`src/pfa_pkg.sv`:
```
// shared constants, types and control structs of the partition fit allocator
package pfa_pkg;

    localparam int NUM_BLOCKS = 16;
    localparam int SIZE_BITS  = 16;

    localparam int IDX_W = (NUM_BLOCKS > 1) ? $clog2(NUM_BLOCKS) : 1;
    localparam int CNT_W = $clog2(NUM_BLOCKS + 1);

    localparam int ENTRY_W    = 4;
    localparam int FIELD_W    = 16;
    localparam int CFG_DATA_W = 5;
    localparam int CFG_IDX_W  = 1;

    localparam logic [CFG_IDX_W-1:0] CFG_FIT_MODE    = 1'b0;
    localparam logic [CFG_IDX_W-1:0] CFG_BLOCK_COUNT = 1'b1;

    localparam logic OP_LOAD    = 1'b0;
    localparam logic OP_REQUEST = 1'b1;

    typedef enum logic [1:0] {
        MODE_FIXED = 2'd0,
        MODE_FIRST = 2'd1,
        MODE_BEST  = 2'd2,
        MODE_WORST = 2'd3
    } mode_t;

    typedef enum logic [2:0] {
        ST_IDLE,
        ST_LOAD,
        ST_SCAN,
        ST_UPDATE,
        ST_FINISH
    } state_t;

    typedef struct packed {
        logic capture;
        logic scan_step;
        logic commit_req;
        logic commit_load;
        logic out_load;
    } cmd_t;

    typedef struct packed {
        logic scan_done;
        logic out_free;
    } status_t;

endpackage

```
`src/pfa_ctrl.sv`:
```
// sequencing state machine of the partition fit allocator
module pfa_ctrl (
    input  logic             clk,
    input  logic             rst_n,
    input  logic             in_valid,
    input  logic             in_op,
    output logic             in_stall,
    input  pfa_pkg::status_t status,
    output pfa_pkg::cmd_t    cmd
);

    pfa_pkg::state_t state_reg;
    pfa_pkg::state_t state_next;

    always_ff @(posedge clk or negedge rst_n)
    begin
        if (!rst_n)
        begin
            state_reg <= pfa_pkg::ST_IDLE;
        end
        else
        begin
            state_reg <= state_next;
        end
    end

    always_comb
    begin
        state_next = state_reg;
        cmd        = '0;
        in_stall   = 1'b1;
        case (state_reg)
            pfa_pkg::ST_IDLE:
            begin
                in_stall = 1'b0;
                if (in_valid)
                begin
                    cmd.capture = 1'b1;
                    if (in_op == pfa_pkg::OP_LOAD)
                    begin
                        state_next = pfa_pkg::ST_LOAD;
                    end
                    else
                    begin
                        state_next = pfa_pkg::ST_SCAN;
                    end
                end
            end
            pfa_pkg::ST_LOAD:
            begin
                cmd.commit_load = 1'b1;
                state_next      = pfa_pkg::ST_FINISH;
            end
            pfa_pkg::ST_SCAN:
            begin
                if (status.scan_done)
                begin
                    state_next = pfa_pkg::ST_UPDATE;
                end
                else
                begin
                    cmd.scan_step = 1'b1;
                end
            end
            pfa_pkg::ST_UPDATE:
            begin
                cmd.commit_req = 1'b1;
                state_next     = pfa_pkg::ST_FINISH;
            end
            pfa_pkg::ST_FINISH:
            begin
                // wait for room in the output register
                if (status.out_free)
                begin
                    cmd.out_load = 1'b1;
                    state_next   = pfa_pkg::ST_IDLE;
                end
            end
            default:
            begin
                state_next = pfa_pkg::ST_IDLE;
            end
        endcase
    end

endmodule

```
`src/pfa_datapath.sv`:
```
// size table, taken flags, scan registers and result registers
module pfa_datapath (
    input  logic                              clk,
    input  logic                              rst_n,
    input  pfa_pkg::cmd_t                     cmd,
    output pfa_pkg::status_t                  status,
    input  logic                              cfg_we,
    input  logic [pfa_pkg::CFG_IDX_W-1:0]     cfg_index,
    input  logic [pfa_pkg::CFG_DATA_W-1:0]    cfg_data,
    input  logic                              op,
    input  logic [pfa_pkg::ENTRY_W-1:0]       entry_index,
    input  logic [pfa_pkg::FIELD_W-1:0]       size_value,
    input  logic                              last_request,
    output logic                              out_valid,
    input  logic                              out_stall,
    output logic                              granted,
    output logic [pfa_pkg::ENTRY_W-1:0]       chosen_block,
    output logic [pfa_pkg::FIELD_W-1:0]       leftover,
    output logic                              batch_done
);

    logic [pfa_pkg::SIZE_BITS-1:0] free_size [pfa_pkg::NUM_BLOCKS];
    logic [pfa_pkg::NUM_BLOCKS-1:0] taken_reg;

    pfa_pkg::mode_t                 mode_reg;
    logic [pfa_pkg::CFG_DATA_W-1:0] blocks_reg;

    logic                           op_reg;
    logic [pfa_pkg::ENTRY_W-1:0]    idx_reg;
    logic [pfa_pkg::SIZE_BITS-1:0]  size_reg;
    logic                           last_reg;

    logic [pfa_pkg::CNT_W-1:0]      j_reg;
    logic [pfa_pkg::CNT_W-1:0]      n_reg;
    logic [pfa_pkg::CNT_W-1:0]      n_next;
    logic                           found_reg;
    logic                           found_next;
    logic [pfa_pkg::IDX_W-1:0]      pick_reg;
    logic [pfa_pkg::IDX_W-1:0]      pick_next;
    logic [pfa_pkg::SIZE_BITS-1:0]  best_reg;
    logic [pfa_pkg::SIZE_BITS-1:0]  best_next;

    logic                           res_granted_reg;
    logic [pfa_pkg::ENTRY_W-1:0]    res_block_reg;
    logic [pfa_pkg::FIELD_W-1:0]    res_left_reg;
    logic                           res_batch_reg;

    logic                           out_valid_reg;
    logic                           granted_reg;
    logic [pfa_pkg::ENTRY_W-1:0]    chosen_block_reg;
    logic [pfa_pkg::FIELD_W-1:0]    leftover_reg;
    logic                           batch_done_reg;

    logic [pfa_pkg::IDX_W-1:0]      scan_addr;
    logic [pfa_pkg::IDX_W-1:0]      rd_addr;
    logic [pfa_pkg::SIZE_BITS-1:0]  scan_size_reg;
    logic [pfa_pkg::SIZE_BITS-1:0]  scan_size;
    logic                           fits;
    logic                           take;
    logic [pfa_pkg::SIZE_BITS-1:0]  left;
    logic                           load_in_range;
    logic [pfa_pkg::IDX_W-1:0]      load_addr;

    assign scan_addr     = j_reg[pfa_pkg::IDX_W-1:0];
    // fetch one entry ahead so the registered word matches the entry under test
    assign rd_addr       = cmd.scan_step ? pfa_pkg::IDX_W'(j_reg + 1'b1) : '0;
    assign scan_size     = scan_size_reg;
    assign fits          = (scan_size >= size_reg);
    assign left          = best_reg - size_reg;
    assign load_in_range = ({28'd0, idx_reg} < 32'(pfa_pkg::NUM_BLOCKS));
    assign load_addr     = pfa_pkg::IDX_W'(idx_reg);

    assign n_next = (32'(blocks_reg) > 32'(pfa_pkg::NUM_BLOCKS))
                    ? pfa_pkg::CNT_W'(pfa_pkg::NUM_BLOCKS)
                    : pfa_pkg::CNT_W'(blocks_reg);

    assign status.scan_done = (j_reg == n_reg);
    assign status.out_free  = !out_valid_reg || !out_stall;

    // candidate selection for the current table entry
    always_comb
    begin
        take = 1'b0;
        case (mode_reg)
            pfa_pkg::MODE_FIXED: take = fits && !found_reg && !taken_reg[scan_addr];
            pfa_pkg::MODE_FIRST: take = fits && !found_reg;
            pfa_pkg::MODE_BEST:  take = fits && (!found_reg || scan_size < best_reg);
            pfa_pkg::MODE_WORST: take = fits && (!found_reg || scan_size > best_reg);
            default:             take = 1'b0;
        endcase
        found_next = found_reg | take;
        pick_next  = take ? scan_addr : pick_reg;
        best_next  = take ? scan_size : best_reg;
    end

    // configuration registers
    always_ff @(posedge clk or negedge rst_n)
    begin
        if (!rst_n)
        begin
            mode_reg   <= pfa_pkg::MODE_FIRST;
            blocks_reg <= '0;
        end
        else if (cfg_we)
        begin
            case (cfg_index)
                pfa_pkg::CFG_FIT_MODE:    mode_reg   <= pfa_pkg::mode_t'(cfg_data[1:0]);
                pfa_pkg::CFG_BLOCK_COUNT: blocks_reg <= cfg_data;
                default:                  ;
            endcase
        end
    end

    // size table, no reset
    always_ff @(posedge clk)
    begin
        if (cmd.commit_load && load_in_range)
        begin
            free_size[load_addr] <= size_reg;
        end
        else if (cmd.commit_req && found_reg && mode_reg != pfa_pkg::MODE_FIXED)
        begin
            free_size[pick_reg] <= left;
        end
    end

    always_ff @(posedge clk)
    begin
        scan_size_reg <= free_size[rd_addr];
    end

    always_ff @(posedge clk or negedge rst_n)
    begin
        if (!rst_n)
        begin
            taken_reg <= '0;
        end
        else if (cmd.commit_load && load_in_range)
        begin
            taken_reg[load_addr] <= 1'b0;
        end
        else if (cmd.commit_req && found_reg && mode_reg == pfa_pkg::MODE_FIXED)
        begin
            taken_reg[pick_reg] <= 1'b1;
        end
    end

    // captured transaction and scan state
    always_ff @(posedge clk)
    begin
        if (cmd.capture)
        begin
            op_reg    <= op;
            idx_reg   <= entry_index;
            size_reg  <= pfa_pkg::SIZE_BITS'(size_value);
            last_reg  <= last_request;
            n_reg     <= n_next;
            j_reg     <= '0;
            found_reg <= 1'b0;
            pick_reg  <= '0;
            best_reg  <= '0;
        end
        else if (cmd.scan_step)
        begin
            j_reg     <= j_reg + 1'b1;
            found_reg <= found_next;
            pick_reg  <= pick_next;
            best_reg  <= best_next;
        end
    end

    // staged result
    always_ff @(posedge clk)
    begin
        if (cmd.commit_load)
        begin
            res_granted_reg <= 1'b0;
            res_block_reg   <= '0;
            res_left_reg    <= '0;
            res_batch_reg   <= 1'b0;
        end
        else if (cmd.commit_req)
        begin
            res_granted_reg <= found_reg;
            res_block_reg   <= found_reg ? pfa_pkg::ENTRY_W'(pick_reg) : '0;
            res_left_reg    <= found_reg ? pfa_pkg::FIELD_W'(left) : '0;
            res_batch_reg   <= last_reg && (op_reg == pfa_pkg::OP_REQUEST);
        end
    end

    always_ff @(posedge clk or negedge rst_n)
    begin
        if (!rst_n)
        begin
            out_valid_reg <= 1'b0;
        end
        else if (cmd.out_load)
        begin
            out_valid_reg <= 1'b1;
        end
        else if (!out_stall)
        begin
            out_valid_reg <= 1'b0;
        end
    end

    always_ff @(posedge clk)
    begin
        if (cmd.out_load)
        begin
            granted_reg      <= res_granted_reg;
            chosen_block_reg <= res_block_reg;
            leftover_reg     <= res_left_reg;
            batch_done_reg   <= res_batch_reg;
        end
    end

    assign out_valid    = out_valid_reg;
    assign granted      = granted_reg;
    assign chosen_block = chosen_block_reg;
    assign leftover     = leftover_reg;
    assign batch_done   = batch_done_reg;

endmodule

```
`src/partition_fit_allocator.sv`:
```
// top level of the partition fit allocator
// A load transaction (op 0) writes one entry of the block size table and clears its used
// mark; a request transaction (op 1) searches the first blocks_in_use entries under fit_mode
// (fixed, first, best or worst fit) and answers with granted, chosen_block, leftover and
// batch_done. One transaction is handled at a time: a load goes through the load and finish
// states until its result is loaded into the output register, a request through the scan,
// update and finish states, scanning one table entry per cycle over blocks_in_use entries
// capped at the table depth. The next transaction is accepted in the cycle after the result
// is loaded, never before, and a stalled result holds the block in the finish state until
// the output register has room. The output register lets a new transaction be accepted while
// the last result is still stalled. Configuration is written through cfg_we, cfg_index
// and cfg_data; the user must do so only while the block is idle, which it does not enforce.
module partition_fit_allocator (
    input  logic                           clk,
    input  logic                           rst_n,
    input  logic                           cfg_we,
    input  logic [pfa_pkg::CFG_IDX_W-1:0]  cfg_index,
    input  logic [pfa_pkg::CFG_DATA_W-1:0] cfg_data,
    input  logic                           in_valid,
    output logic                           in_stall,
    input  logic                           op,
    input  logic [pfa_pkg::ENTRY_W-1:0]    entry_index,
    input  logic [pfa_pkg::FIELD_W-1:0]    size_value,
    input  logic                           last_request,
    output logic                           out_valid,
    input  logic                           out_stall,
    output logic                           granted,
    output logic [pfa_pkg::ENTRY_W-1:0]    chosen_block,
    output logic [pfa_pkg::FIELD_W-1:0]    leftover,
    output logic                           batch_done
);

    pfa_pkg::cmd_t    cmd;
    pfa_pkg::status_t status;

    pfa_ctrl u_ctrl (
        .clk      (clk),
        .rst_n    (rst_n),
        .in_valid (in_valid),
        .in_op    (op),
        .in_stall (in_stall),
        .status   (status),
        .cmd      (cmd)
    );

    pfa_datapath u_datapath (
        .clk          (clk),
        .rst_n        (rst_n),
        .cmd          (cmd),
        .status       (status),
        .cfg_we       (cfg_we),
        .cfg_index    (cfg_index),
        .cfg_data     (cfg_data),
        .op           (op),
        .entry_index  (entry_index),
        .size_value   (size_value),
        .last_request (last_request),
        .out_valid    (out_valid),
        .out_stall    (out_stall),
        .granted      (granted),
        .chosen_block (chosen_block),
        .leftover     (leftover),
        .batch_done   (batch_done)
    );

endmodule
```
`config.mk`:
```
export PLATFORM = sky130hd
export DESIGN_NAME = partition_fit_allocator
export DESIGN_NICKNAME = d
export VERILOG_FILES = /design/src/pfa_pkg.sv /design/src/pfa_ctrl.sv /design/src/pfa_datapath.sv /design/src/partition_fit_allocator.sv
export SDC_FILE = /design/constraint.sdc
export NUM_CORES = 1
export LEC_CHECK = 0
export BUFFER_PORTS_ARGS = -buffer_cell sky130_fd_sc_hd__buf_2
export CORE_ASPECT_RATIO = 0.5
export CORE_MARGIN = 5
export CORE_UTILIZATION = 44
export DETAILED_ROUTE_END_ITERATION = 6
export SLEW_MARGIN = 20
export SYNTH_ARGS = -nofsm -noshare
export SYNTH_HDL_FRONTEND = slang
export SYNTH_SLANG_ARGS = --single-unit
```
`constraint.sdc`:
```
create_clock -name clk -period 5.7 [get_ports clk]
set_input_delay 0.57 -clock clk [delete_from_list [all_inputs] [get_ports clk]]
set_output_delay 0.57 -clock clk [all_outputs]
set_load 0.05 [all_outputs]
```
==> metrics.md, run 1 <==
| Metric | Value |
|---|---|
| Status | `complete, no violations` |
| Post-synth EDFFs | `305` |
| Unrepaired setup endpoints after global routing | `no` |
| Cts hold-fix bufs | `0` |
| I/O pin count | `57` |
| Critical Path AT | `4040 ps` |
| Leakage | `6.78 nW` |
| Deepest clock path buffer count | `3` |
| Via/cell ratio | `5.84` |
| Cell taking the most area after synthesis | `edfxtp_1` |
| Share of cells above drive strength 1 | `15.2%` |
| Dpl hpwl | `28.2 mm` |
| H-tree lvl count | `2` |
| Worst VDD drop | `0.000247 V` |
| Bufs and invs on worst path | `1` |
| Wire per inst | `22.8 um` |
| Hold crit path type | `primary input to asynchronous set/reset pin` |
| Biggest register | `u_datapath.free_size` |
| FILL cells | `3307` |
| CTS tree | `done` |
| Final Power | `10.2 mW` |
| Cell Chain, Critical Path | `ha_1, xor2_1, nand2_2, a21oi_4, buf_4, a21boi_0, o21ai_1, o211ai_2, o31a_1` |
| Syn Area/Cell | `12.9 um2` |
| Final setup violation count | `0` |
| Worst Setup End Kind | `flip-flop` |
| IO Port Bufs | `56` |
| Post-CTS setup buffer count | `0` |
| Antenna-violating nets left | `0` |
| Pin count of the biggest net entering global routing | `65` |
| Routed Wire Length | `44.4 mm` |
| Via count | `11351` |
| Remaining routing DRC violations | `0` |
| Gr ovfl total | `0` |
| Synth async-reset ratio | `6.82%` |
| Slowest stage delay, CP | `920 ps` |
| Final hold vios | `0` |
| Nets | `1468` |
| Fin Setup TNS | `0 ps` |
| CP max FO | `32` |
| Die area | `43000 um2` |
| GPL Wtd Cong | `0.872` |
| Cell variety after synth | `80` |
| Initial antenna violation count | `1` |
| Synth Register Bits | `396` |
| Clk sinks | `396` |
| Max Cap Viol | `0` |
| Kind of critical path | `flip-flop to flip-flop` |
| Sequential fraction of the synthesis area | `65.2%` |
| First-pass GRT wire length | `68.3 mm` |
| Starting density of the core | `44.2%` |
| Syn_nets | `1406` |
| Max transition margin | `25.6%` |
| PwrDens | `528 nW/um2` |
| Clk_lat worst skew | `550 ps` |
| Max reg flops | `256` |
| Ant diodes | `0` |
| Post-synth top area share | `53.7%` |
| Setup crit start kind | `flip-flop` |
| Ys flop type | `edfxtp_1` |
| Post-CTS Resized | `0` |
| Slew Viols, Final | `0` |
| Post-synthesis cell area | `17100 um2` |
| Top delay family on crit path | `compound AO/OA/AOI/OAI gates` |
| Initial detailed-routing violation count | `1184` |
| DRT Pass-1 Iters | `5` |
| Final worst path period need | `3550 ps` |
| Num CTS Buffers | `38` |
| Top post-synthesis cells by area | `edfxtp_1 (54%), dfxtp_1 (7.5%), dfrtp_1 (3.8%)` |
| Core footprint | `38600 um2` |
| Die H | `149 um` |
| Final period util | `62.4%` |
| Die width | `288 um` |
| Worst Tran Pin Value | `1110 ps` |
| Vias in the first global route | `11217` |
| Area grow syn2layout | `13.1%` |
| Clock transition at the registers of the reported paths | `60 ps` |
| Max Clock Skew | `23.2 ps` |
| Max Clk Rate | `0.281 GHz` |
| Rows | `51` |
| Synth warnings | `0` |
| CTS Root Cell | `clkbuf_16` |
| CP max stage cell | `a21oi_4` |
| Syn Inst Count | `1324` |
| CP required | `6190 ps` |
| GRT Total Usage | `20.6%` |
path summary, 6_finish.rpt:
kind	from	end	slack (ps)	depth (start not counted)
worst max-delay path	u_datapath.j_reg[0]$_SDFFE_PP0P_	u_datapath.scan_size[10]$_DFF_P_	2150	9
worst min-delay path	rst_n	u_datapath.blocks_reg[0]$_DFFE_PN0P_	50	1
worst max register to register	u_datapath.j_reg[0]$_SDFFE_PP0P_	u_datapath.scan_size[10]$_DFF_P_	2150	9
worst min register to register	u_datapath.res_batch_reg$_SDFFE_PP0N_	u_datapath.batch_done$_DFFE_PP_	430	0
max in group asynchronous	rst_n	u_datapath.taken_reg[12]$_DFFE_PN0P_	5240	1
min in group clk	size_value[2]	u_datapath.size_reg[2]$_DFFE_PP_	200	1
cell usage in the layout, fill, tap and decap left out, types with 12 or more instances in the layout:
master | Yosys | layout
edfxtp_1 | 305 | 305
nand2_1 | 106 | 105
o21ai_0 | 104 | 102
a21oi_1 | 66 | 65
dfxtp_1 | 64 | 63
nor2_1 | 62 | 61
buf_2 | 19 | 56
ha_1 | 48 | 48
nand3_1 | 45 | 45
inv_1 | 42 | 42
clkbuf_16 | 0 | 38
o21ai_1 | 36 | 37
buf_4 | 5 | 37
nor3_1 | 31 | 31
dfrtp_1 | 26 | 26
nor2b_1 | 24 | 24
o211ai_1 | 20 | 20
or3_1 | 18 | 18
a2bb2oi_1 | 17 | 17
o22ai_1 | 16 | 16
a211oi_1 | 16 | 16
a31oi_1 | 14 | 14
a22o_1 | 13 | 13
o31a_1 | 12 | 12
a21o_1 | 12 | 12
synthesized netlist by cell type, drive strengths merged, types with 14 or more instances:
| master | number |
|---|---|
| a31oi | 14 |
| dfrtp | 26 |
| a21oi | 67 |
| o22ai | 16 |
| edfxtp | 305 |
| ha | 48 |
| nor2 | 63 |
| clkbuf | 38 |
| a2bb2oi | 17 |
| nand3 | 45 |
| inv | 42 |
| dfxtp | 64 |
| o21ai | 140 |
| a211oi | 16 |
| nand2 | 109 |
| nor3 | 31 |
| buf | 35 |
| or3 | 18 |
| o211ai | 28 |
| nor2b | 24 |
cell families after synthesis:
family / synth area share, %
buffers and inverters: 3.14
adders and majority gates: 3.64
DFF: 65.2
AOI/OAI and AO/OA: 15.2
muxes: 2.30
xor gates and xnor gates: 1.31
and+or+nand+nor: 9.27
area by class of cell:
class | count | area (um2) | share of cell area [%]
Sequential cell | 396 | 11100 | 57.6
Multi-Input combinational cell | 813 | 5450 | 28.2
Inverter | 42 | 158 | 0.817
Tap cell | 530 | 663 | 3.44
Timing Repair Buffer | 95 | 597 | 3.09
Clock inverter | 19 | 270 | 1.40
Clock buffer | 50 | 1040 | 5.37
per-layer routing:
layer,wire (um),up-vias,GRT usage (%)
li1,-,5151,-
met5,0,-,0
met3,3820,77,3.54
met1,19900,5638,30.4
met2,19600,485,31.8
met4,1020,0,5.42
report_power, final:
part	internal (mW)	total, mW	switching [mW]
clock	1.56	2.66	1.10
combinational	1.26	3.62	2.36
sequential	3.56	3.91	0.350
total	6.38	10.2	3.81
through the flow:
stage               setup WS (ps)  instances  hold slack, ps  util [%]  area, um2
detailed placement           2220       1874             415      46.4      17900
CTS                          2190       1943            50.0      49.8      19200
global placement             2260       1874             413      46.4      17900
finish                       2150       1945            51.3      50.0      19300
global route                 1880       1945             100      50.0      19300
floorplan                    2720       1324             274         -      17100
(Power assumes the default switching activity.)
==> run 2, diff against run 1 <==
==> constraint.sdc (replaced) <==
create_clock -name clk -period 3 [get_ports clk]
set_input_delay 0.3 -clock clk [delete_from_list [all_inputs] [get_ports clk]]
set_output_delay 0.3 -clock clk [all_outputs]
set_load 0.05 [all_outputs]
==> run 2 against run 1 <==
Hold slack worse by 35 ps. Sequential share of layout area is 1.6 points lower. Clock skew decreased by 1.4 ps. Count of clock-buffer cells in the layout is 7 higher. Worst setup slack lost 2100 ps. Clock power increased by 85%. Maximum frequency increased by 22%. Combinational power rose by 100%. Critical path depth shrank 1. First-iteration DRC count up 15%. Utilization increased by 1.4 points. Global-route usage is 0.76 points higher. Largest cell class unchanged.
==> metrics.md, run 2 (synthesis gave the netlist of run 1 again) <==
| Metric | Value |
|---|---|
| Status | `complete, no violations` |
| Hold depth | `3` |
| Via/cell ratio | `5.77` |
| Final period util | `96.9%` |
| Critical Path AT | `3340 ps` |
| GPL Wtd Cong | `0.897` |
| Ant diodes | `0` |
| Dpl cells | `1913` |
| Rows | `51` |
| Hold crit path type | `primary input to flip-flop` |
| R2R Path Start | `u_datapath.j_reg[0]$_SDFFE_PP0P_` |
| Remaining routing DRC violations | `0` |
| Final hold vios | `0` |
| Die H | `149 um` |
| Antenna-violating nets left | `0` |
| CP max stage cell | `dfxtp_2` |
| Die area | `43000 um2` |
| Int Power | `12.2 mW` |
| Nets | `1532` |
| Slew Viols, Final | `0` |
| Initial antenna violation count | `1` |
| Crit. Startpoint | `u_datapath.j_reg[0]$_SDFFE_PP0P_` |
| Max Cap Viol | `0` |
| First-pass GRT wire length | `69.7 mm` |
| Sw frac | `37.5%` |
| Biggest register | `u_datapath.free_size` |
| Startpoint of the worst hold path | `out_stall` |
| Max Clock Skew | `21.9 ps` |
| Wire per inst | `22.9 um` |
| CTS Root Cell | `clkbuf_16` |
| Most common cell after layout, fill and taps aside | `edfxtp_1` |
| Share of cells above drive strength 1 | `17.2%` |
| Most frequent cells in the layout | `edfxtp_1 (305), nand2_1 (106), o21ai_0 (102)` |
| DRT Pass-1 Iters | `5` |
| P_sw | `7.35 mW` |
| IO Port Bufs | `56` |
| RR Endpoint | `u_datapath.scan_size[0]$_DFF_P_` |
| Initial detailed-routing violation count | `1359` |
| Clk sinks | `396` |
| Clk_lat worst skew | `550 ps` |
| Worst Setup End Kind | `flip-flop` |
| Non-filler instance count after layout | `2009` |
| Flop2flop setup slack | `90 ps` |
| Slowest stage delay, CP | `510 ps` |
| Clock power frac | `25.1%` |
| Pre-CTS setup slack | `28.5 ps` |
| Dpl hpwl | `29.5 mm` |
| Leakage | `7.06 nW` |
| Logic gate share of total power | `37.6%` |
| GRT Total Usage | `21.4%` |
| H-tree lvl count | `2` |
| Starting density of the core | `44.2%` |
| Max Clk Rate | `0.344 GHz` |
| Pin count of the biggest net entering global routing | `65` |
| Max reg flops | `256` |
| I/O pin count | `57` |
| Area grow syn2layout | `16.3%` |
| Kind of critical path | `flip-flop to flip-flop` |
| Cell Chain, Critical Path | `ha_1, xor2_1, nand2_2, a22oi_4, buf_4, o221ai_1, o211ai_1, o31a_1` |
| Num CTS Buffers | `37` |
| CP required | `3430 ps` |
| Via count | `11590` |
| Die width | `288 um` |
| Critical path capture point | `u_datapath.scan_size[0]$_DFF_P_` |
| Routed Wire Length | `46.1 mm` |
| Clock transition at the registers of the reported paths | `60 ps` |
| Vias in the first global route | `11435` |
| Worst Tran Pin Value | `862 ps` |
| R2R depth | `8` |
| Gr ovfl total | `0` |
| Final setup violation count | `0` |
| Sequential share of power | `37.4%` |
| Setup crit start kind | `flip-flop` |
| Core footprint | `38600 um2` |
| CTS tree | `done` |
| Final worst path period need | `2910 ps` |
| PwrDens | `988 nW/um2` |
| Max transition margin | `42.5%` |
| Worst Setup Slack, final | `92.8 ps` |
| Worst VDD drop | `0.000534 V` |
| Deepest clock path buffer count | `3` |
| CP max FO | `16` |
run 2: cell count changes in the layout (fill, tap and decap cells not counted), sizes merged:
cell | before | now
clkbuf | 50 | 57
dlygate4sd3 | 0 | 27
clkinvlp | 0 | 1
buf | 95 | 133
bufinv | 6 | 3
clkinv | 12 | 6
run 2: power by group through the flow:
stage | Combinational [mW] | Clock [mW] | Sequential, mW
2_1_floorplan | 4.86 | 0 | 7.30
3_3_place_gp | 7.02 | 0 | 7.41
3_5_place_dp | 7.17 | 0 | 7.42
4_1_cts | 7.25 | 5.00 | 7.31
5_1_grt | 7.98 | 5.23 | 7.37
6_report | 7.36 | 4.91 | 7.32
run 2: how the worst min path moves through the flow:
stage	to	slack, ps
global placement	u_datapath.blocks_reg[1]$_DFFE_PN0P_	340
detailed placement	u_datapath.blocks_reg[1]$_DFFE_PN0P_	350
finish	u_datapath.out_valid$_DFFE_PN0P_	20
global route	u_datapath.mode_reg[0]$_DFFE_PN1P_	20
CTS	u_datapath.out_valid$_DFFE_PN0P_	6
floorplan	u_ctrl.state_reg[0]$_DFFE_PN0P_	4
run 2: repair_timing:
action / in CTS / in global routing
hold buffers: 27 / 0
endpoints found under the setup margin: 0 / 52
resized for setup: 0 / 3
hold endpoints to repair: 52 / 0
setup buffers: 0 / 1
run 2: worst max-delay path, delay by kind of cell, from the launching register on:
family	cells	cell delay, ps
AO/OA/AOI/OAI	4	1040
flip-flops	1	510
XOR/XNOR	1	360
buffers and inverters	1	360
adder cells (fa/ha/maj)	1	310
AND/OR/NAND/NOR	1	190
run 2: area by class of cell:
type	instances	area, um2
clock buffers	57	1110
clock inverters	11	163
fillers	3306	18800
inverters	42	158
multi-input cells	813	5430
flip-flops and latches	396	11100
well taps	530	663
repair buffers	160	1180
run 2: routing by layer:
layer	vias up	routed length, um	GRT usage (%)
met5	-	0	0
met4	0	963	5.15
met3	70	4160	3.95
met2	486	20400	33.0
met1	5749	20500	31.6
li1	5285	-	-
run 2: through the flow:
stage / instance area, um2 / util [%] / setup TNS (ps) / power (mW) / hold WS (ps)
after floorplan: 17100 / - / 0 / 12.2 / 4.41
after global placement: 18300 / 47.3 / 0 / 14.4 / 337
after detailed placement: 18300 / 47.3 / 0 / 14.6 / 349
after CTS: 19800 / 51.3 / 0 / 19.6 / 5.87
after global routing: 19800 / 51.4 / -10.3 / 20.6 / 15.5
final: 19800 / 51.4 / 0 / 19.6 / 16.2
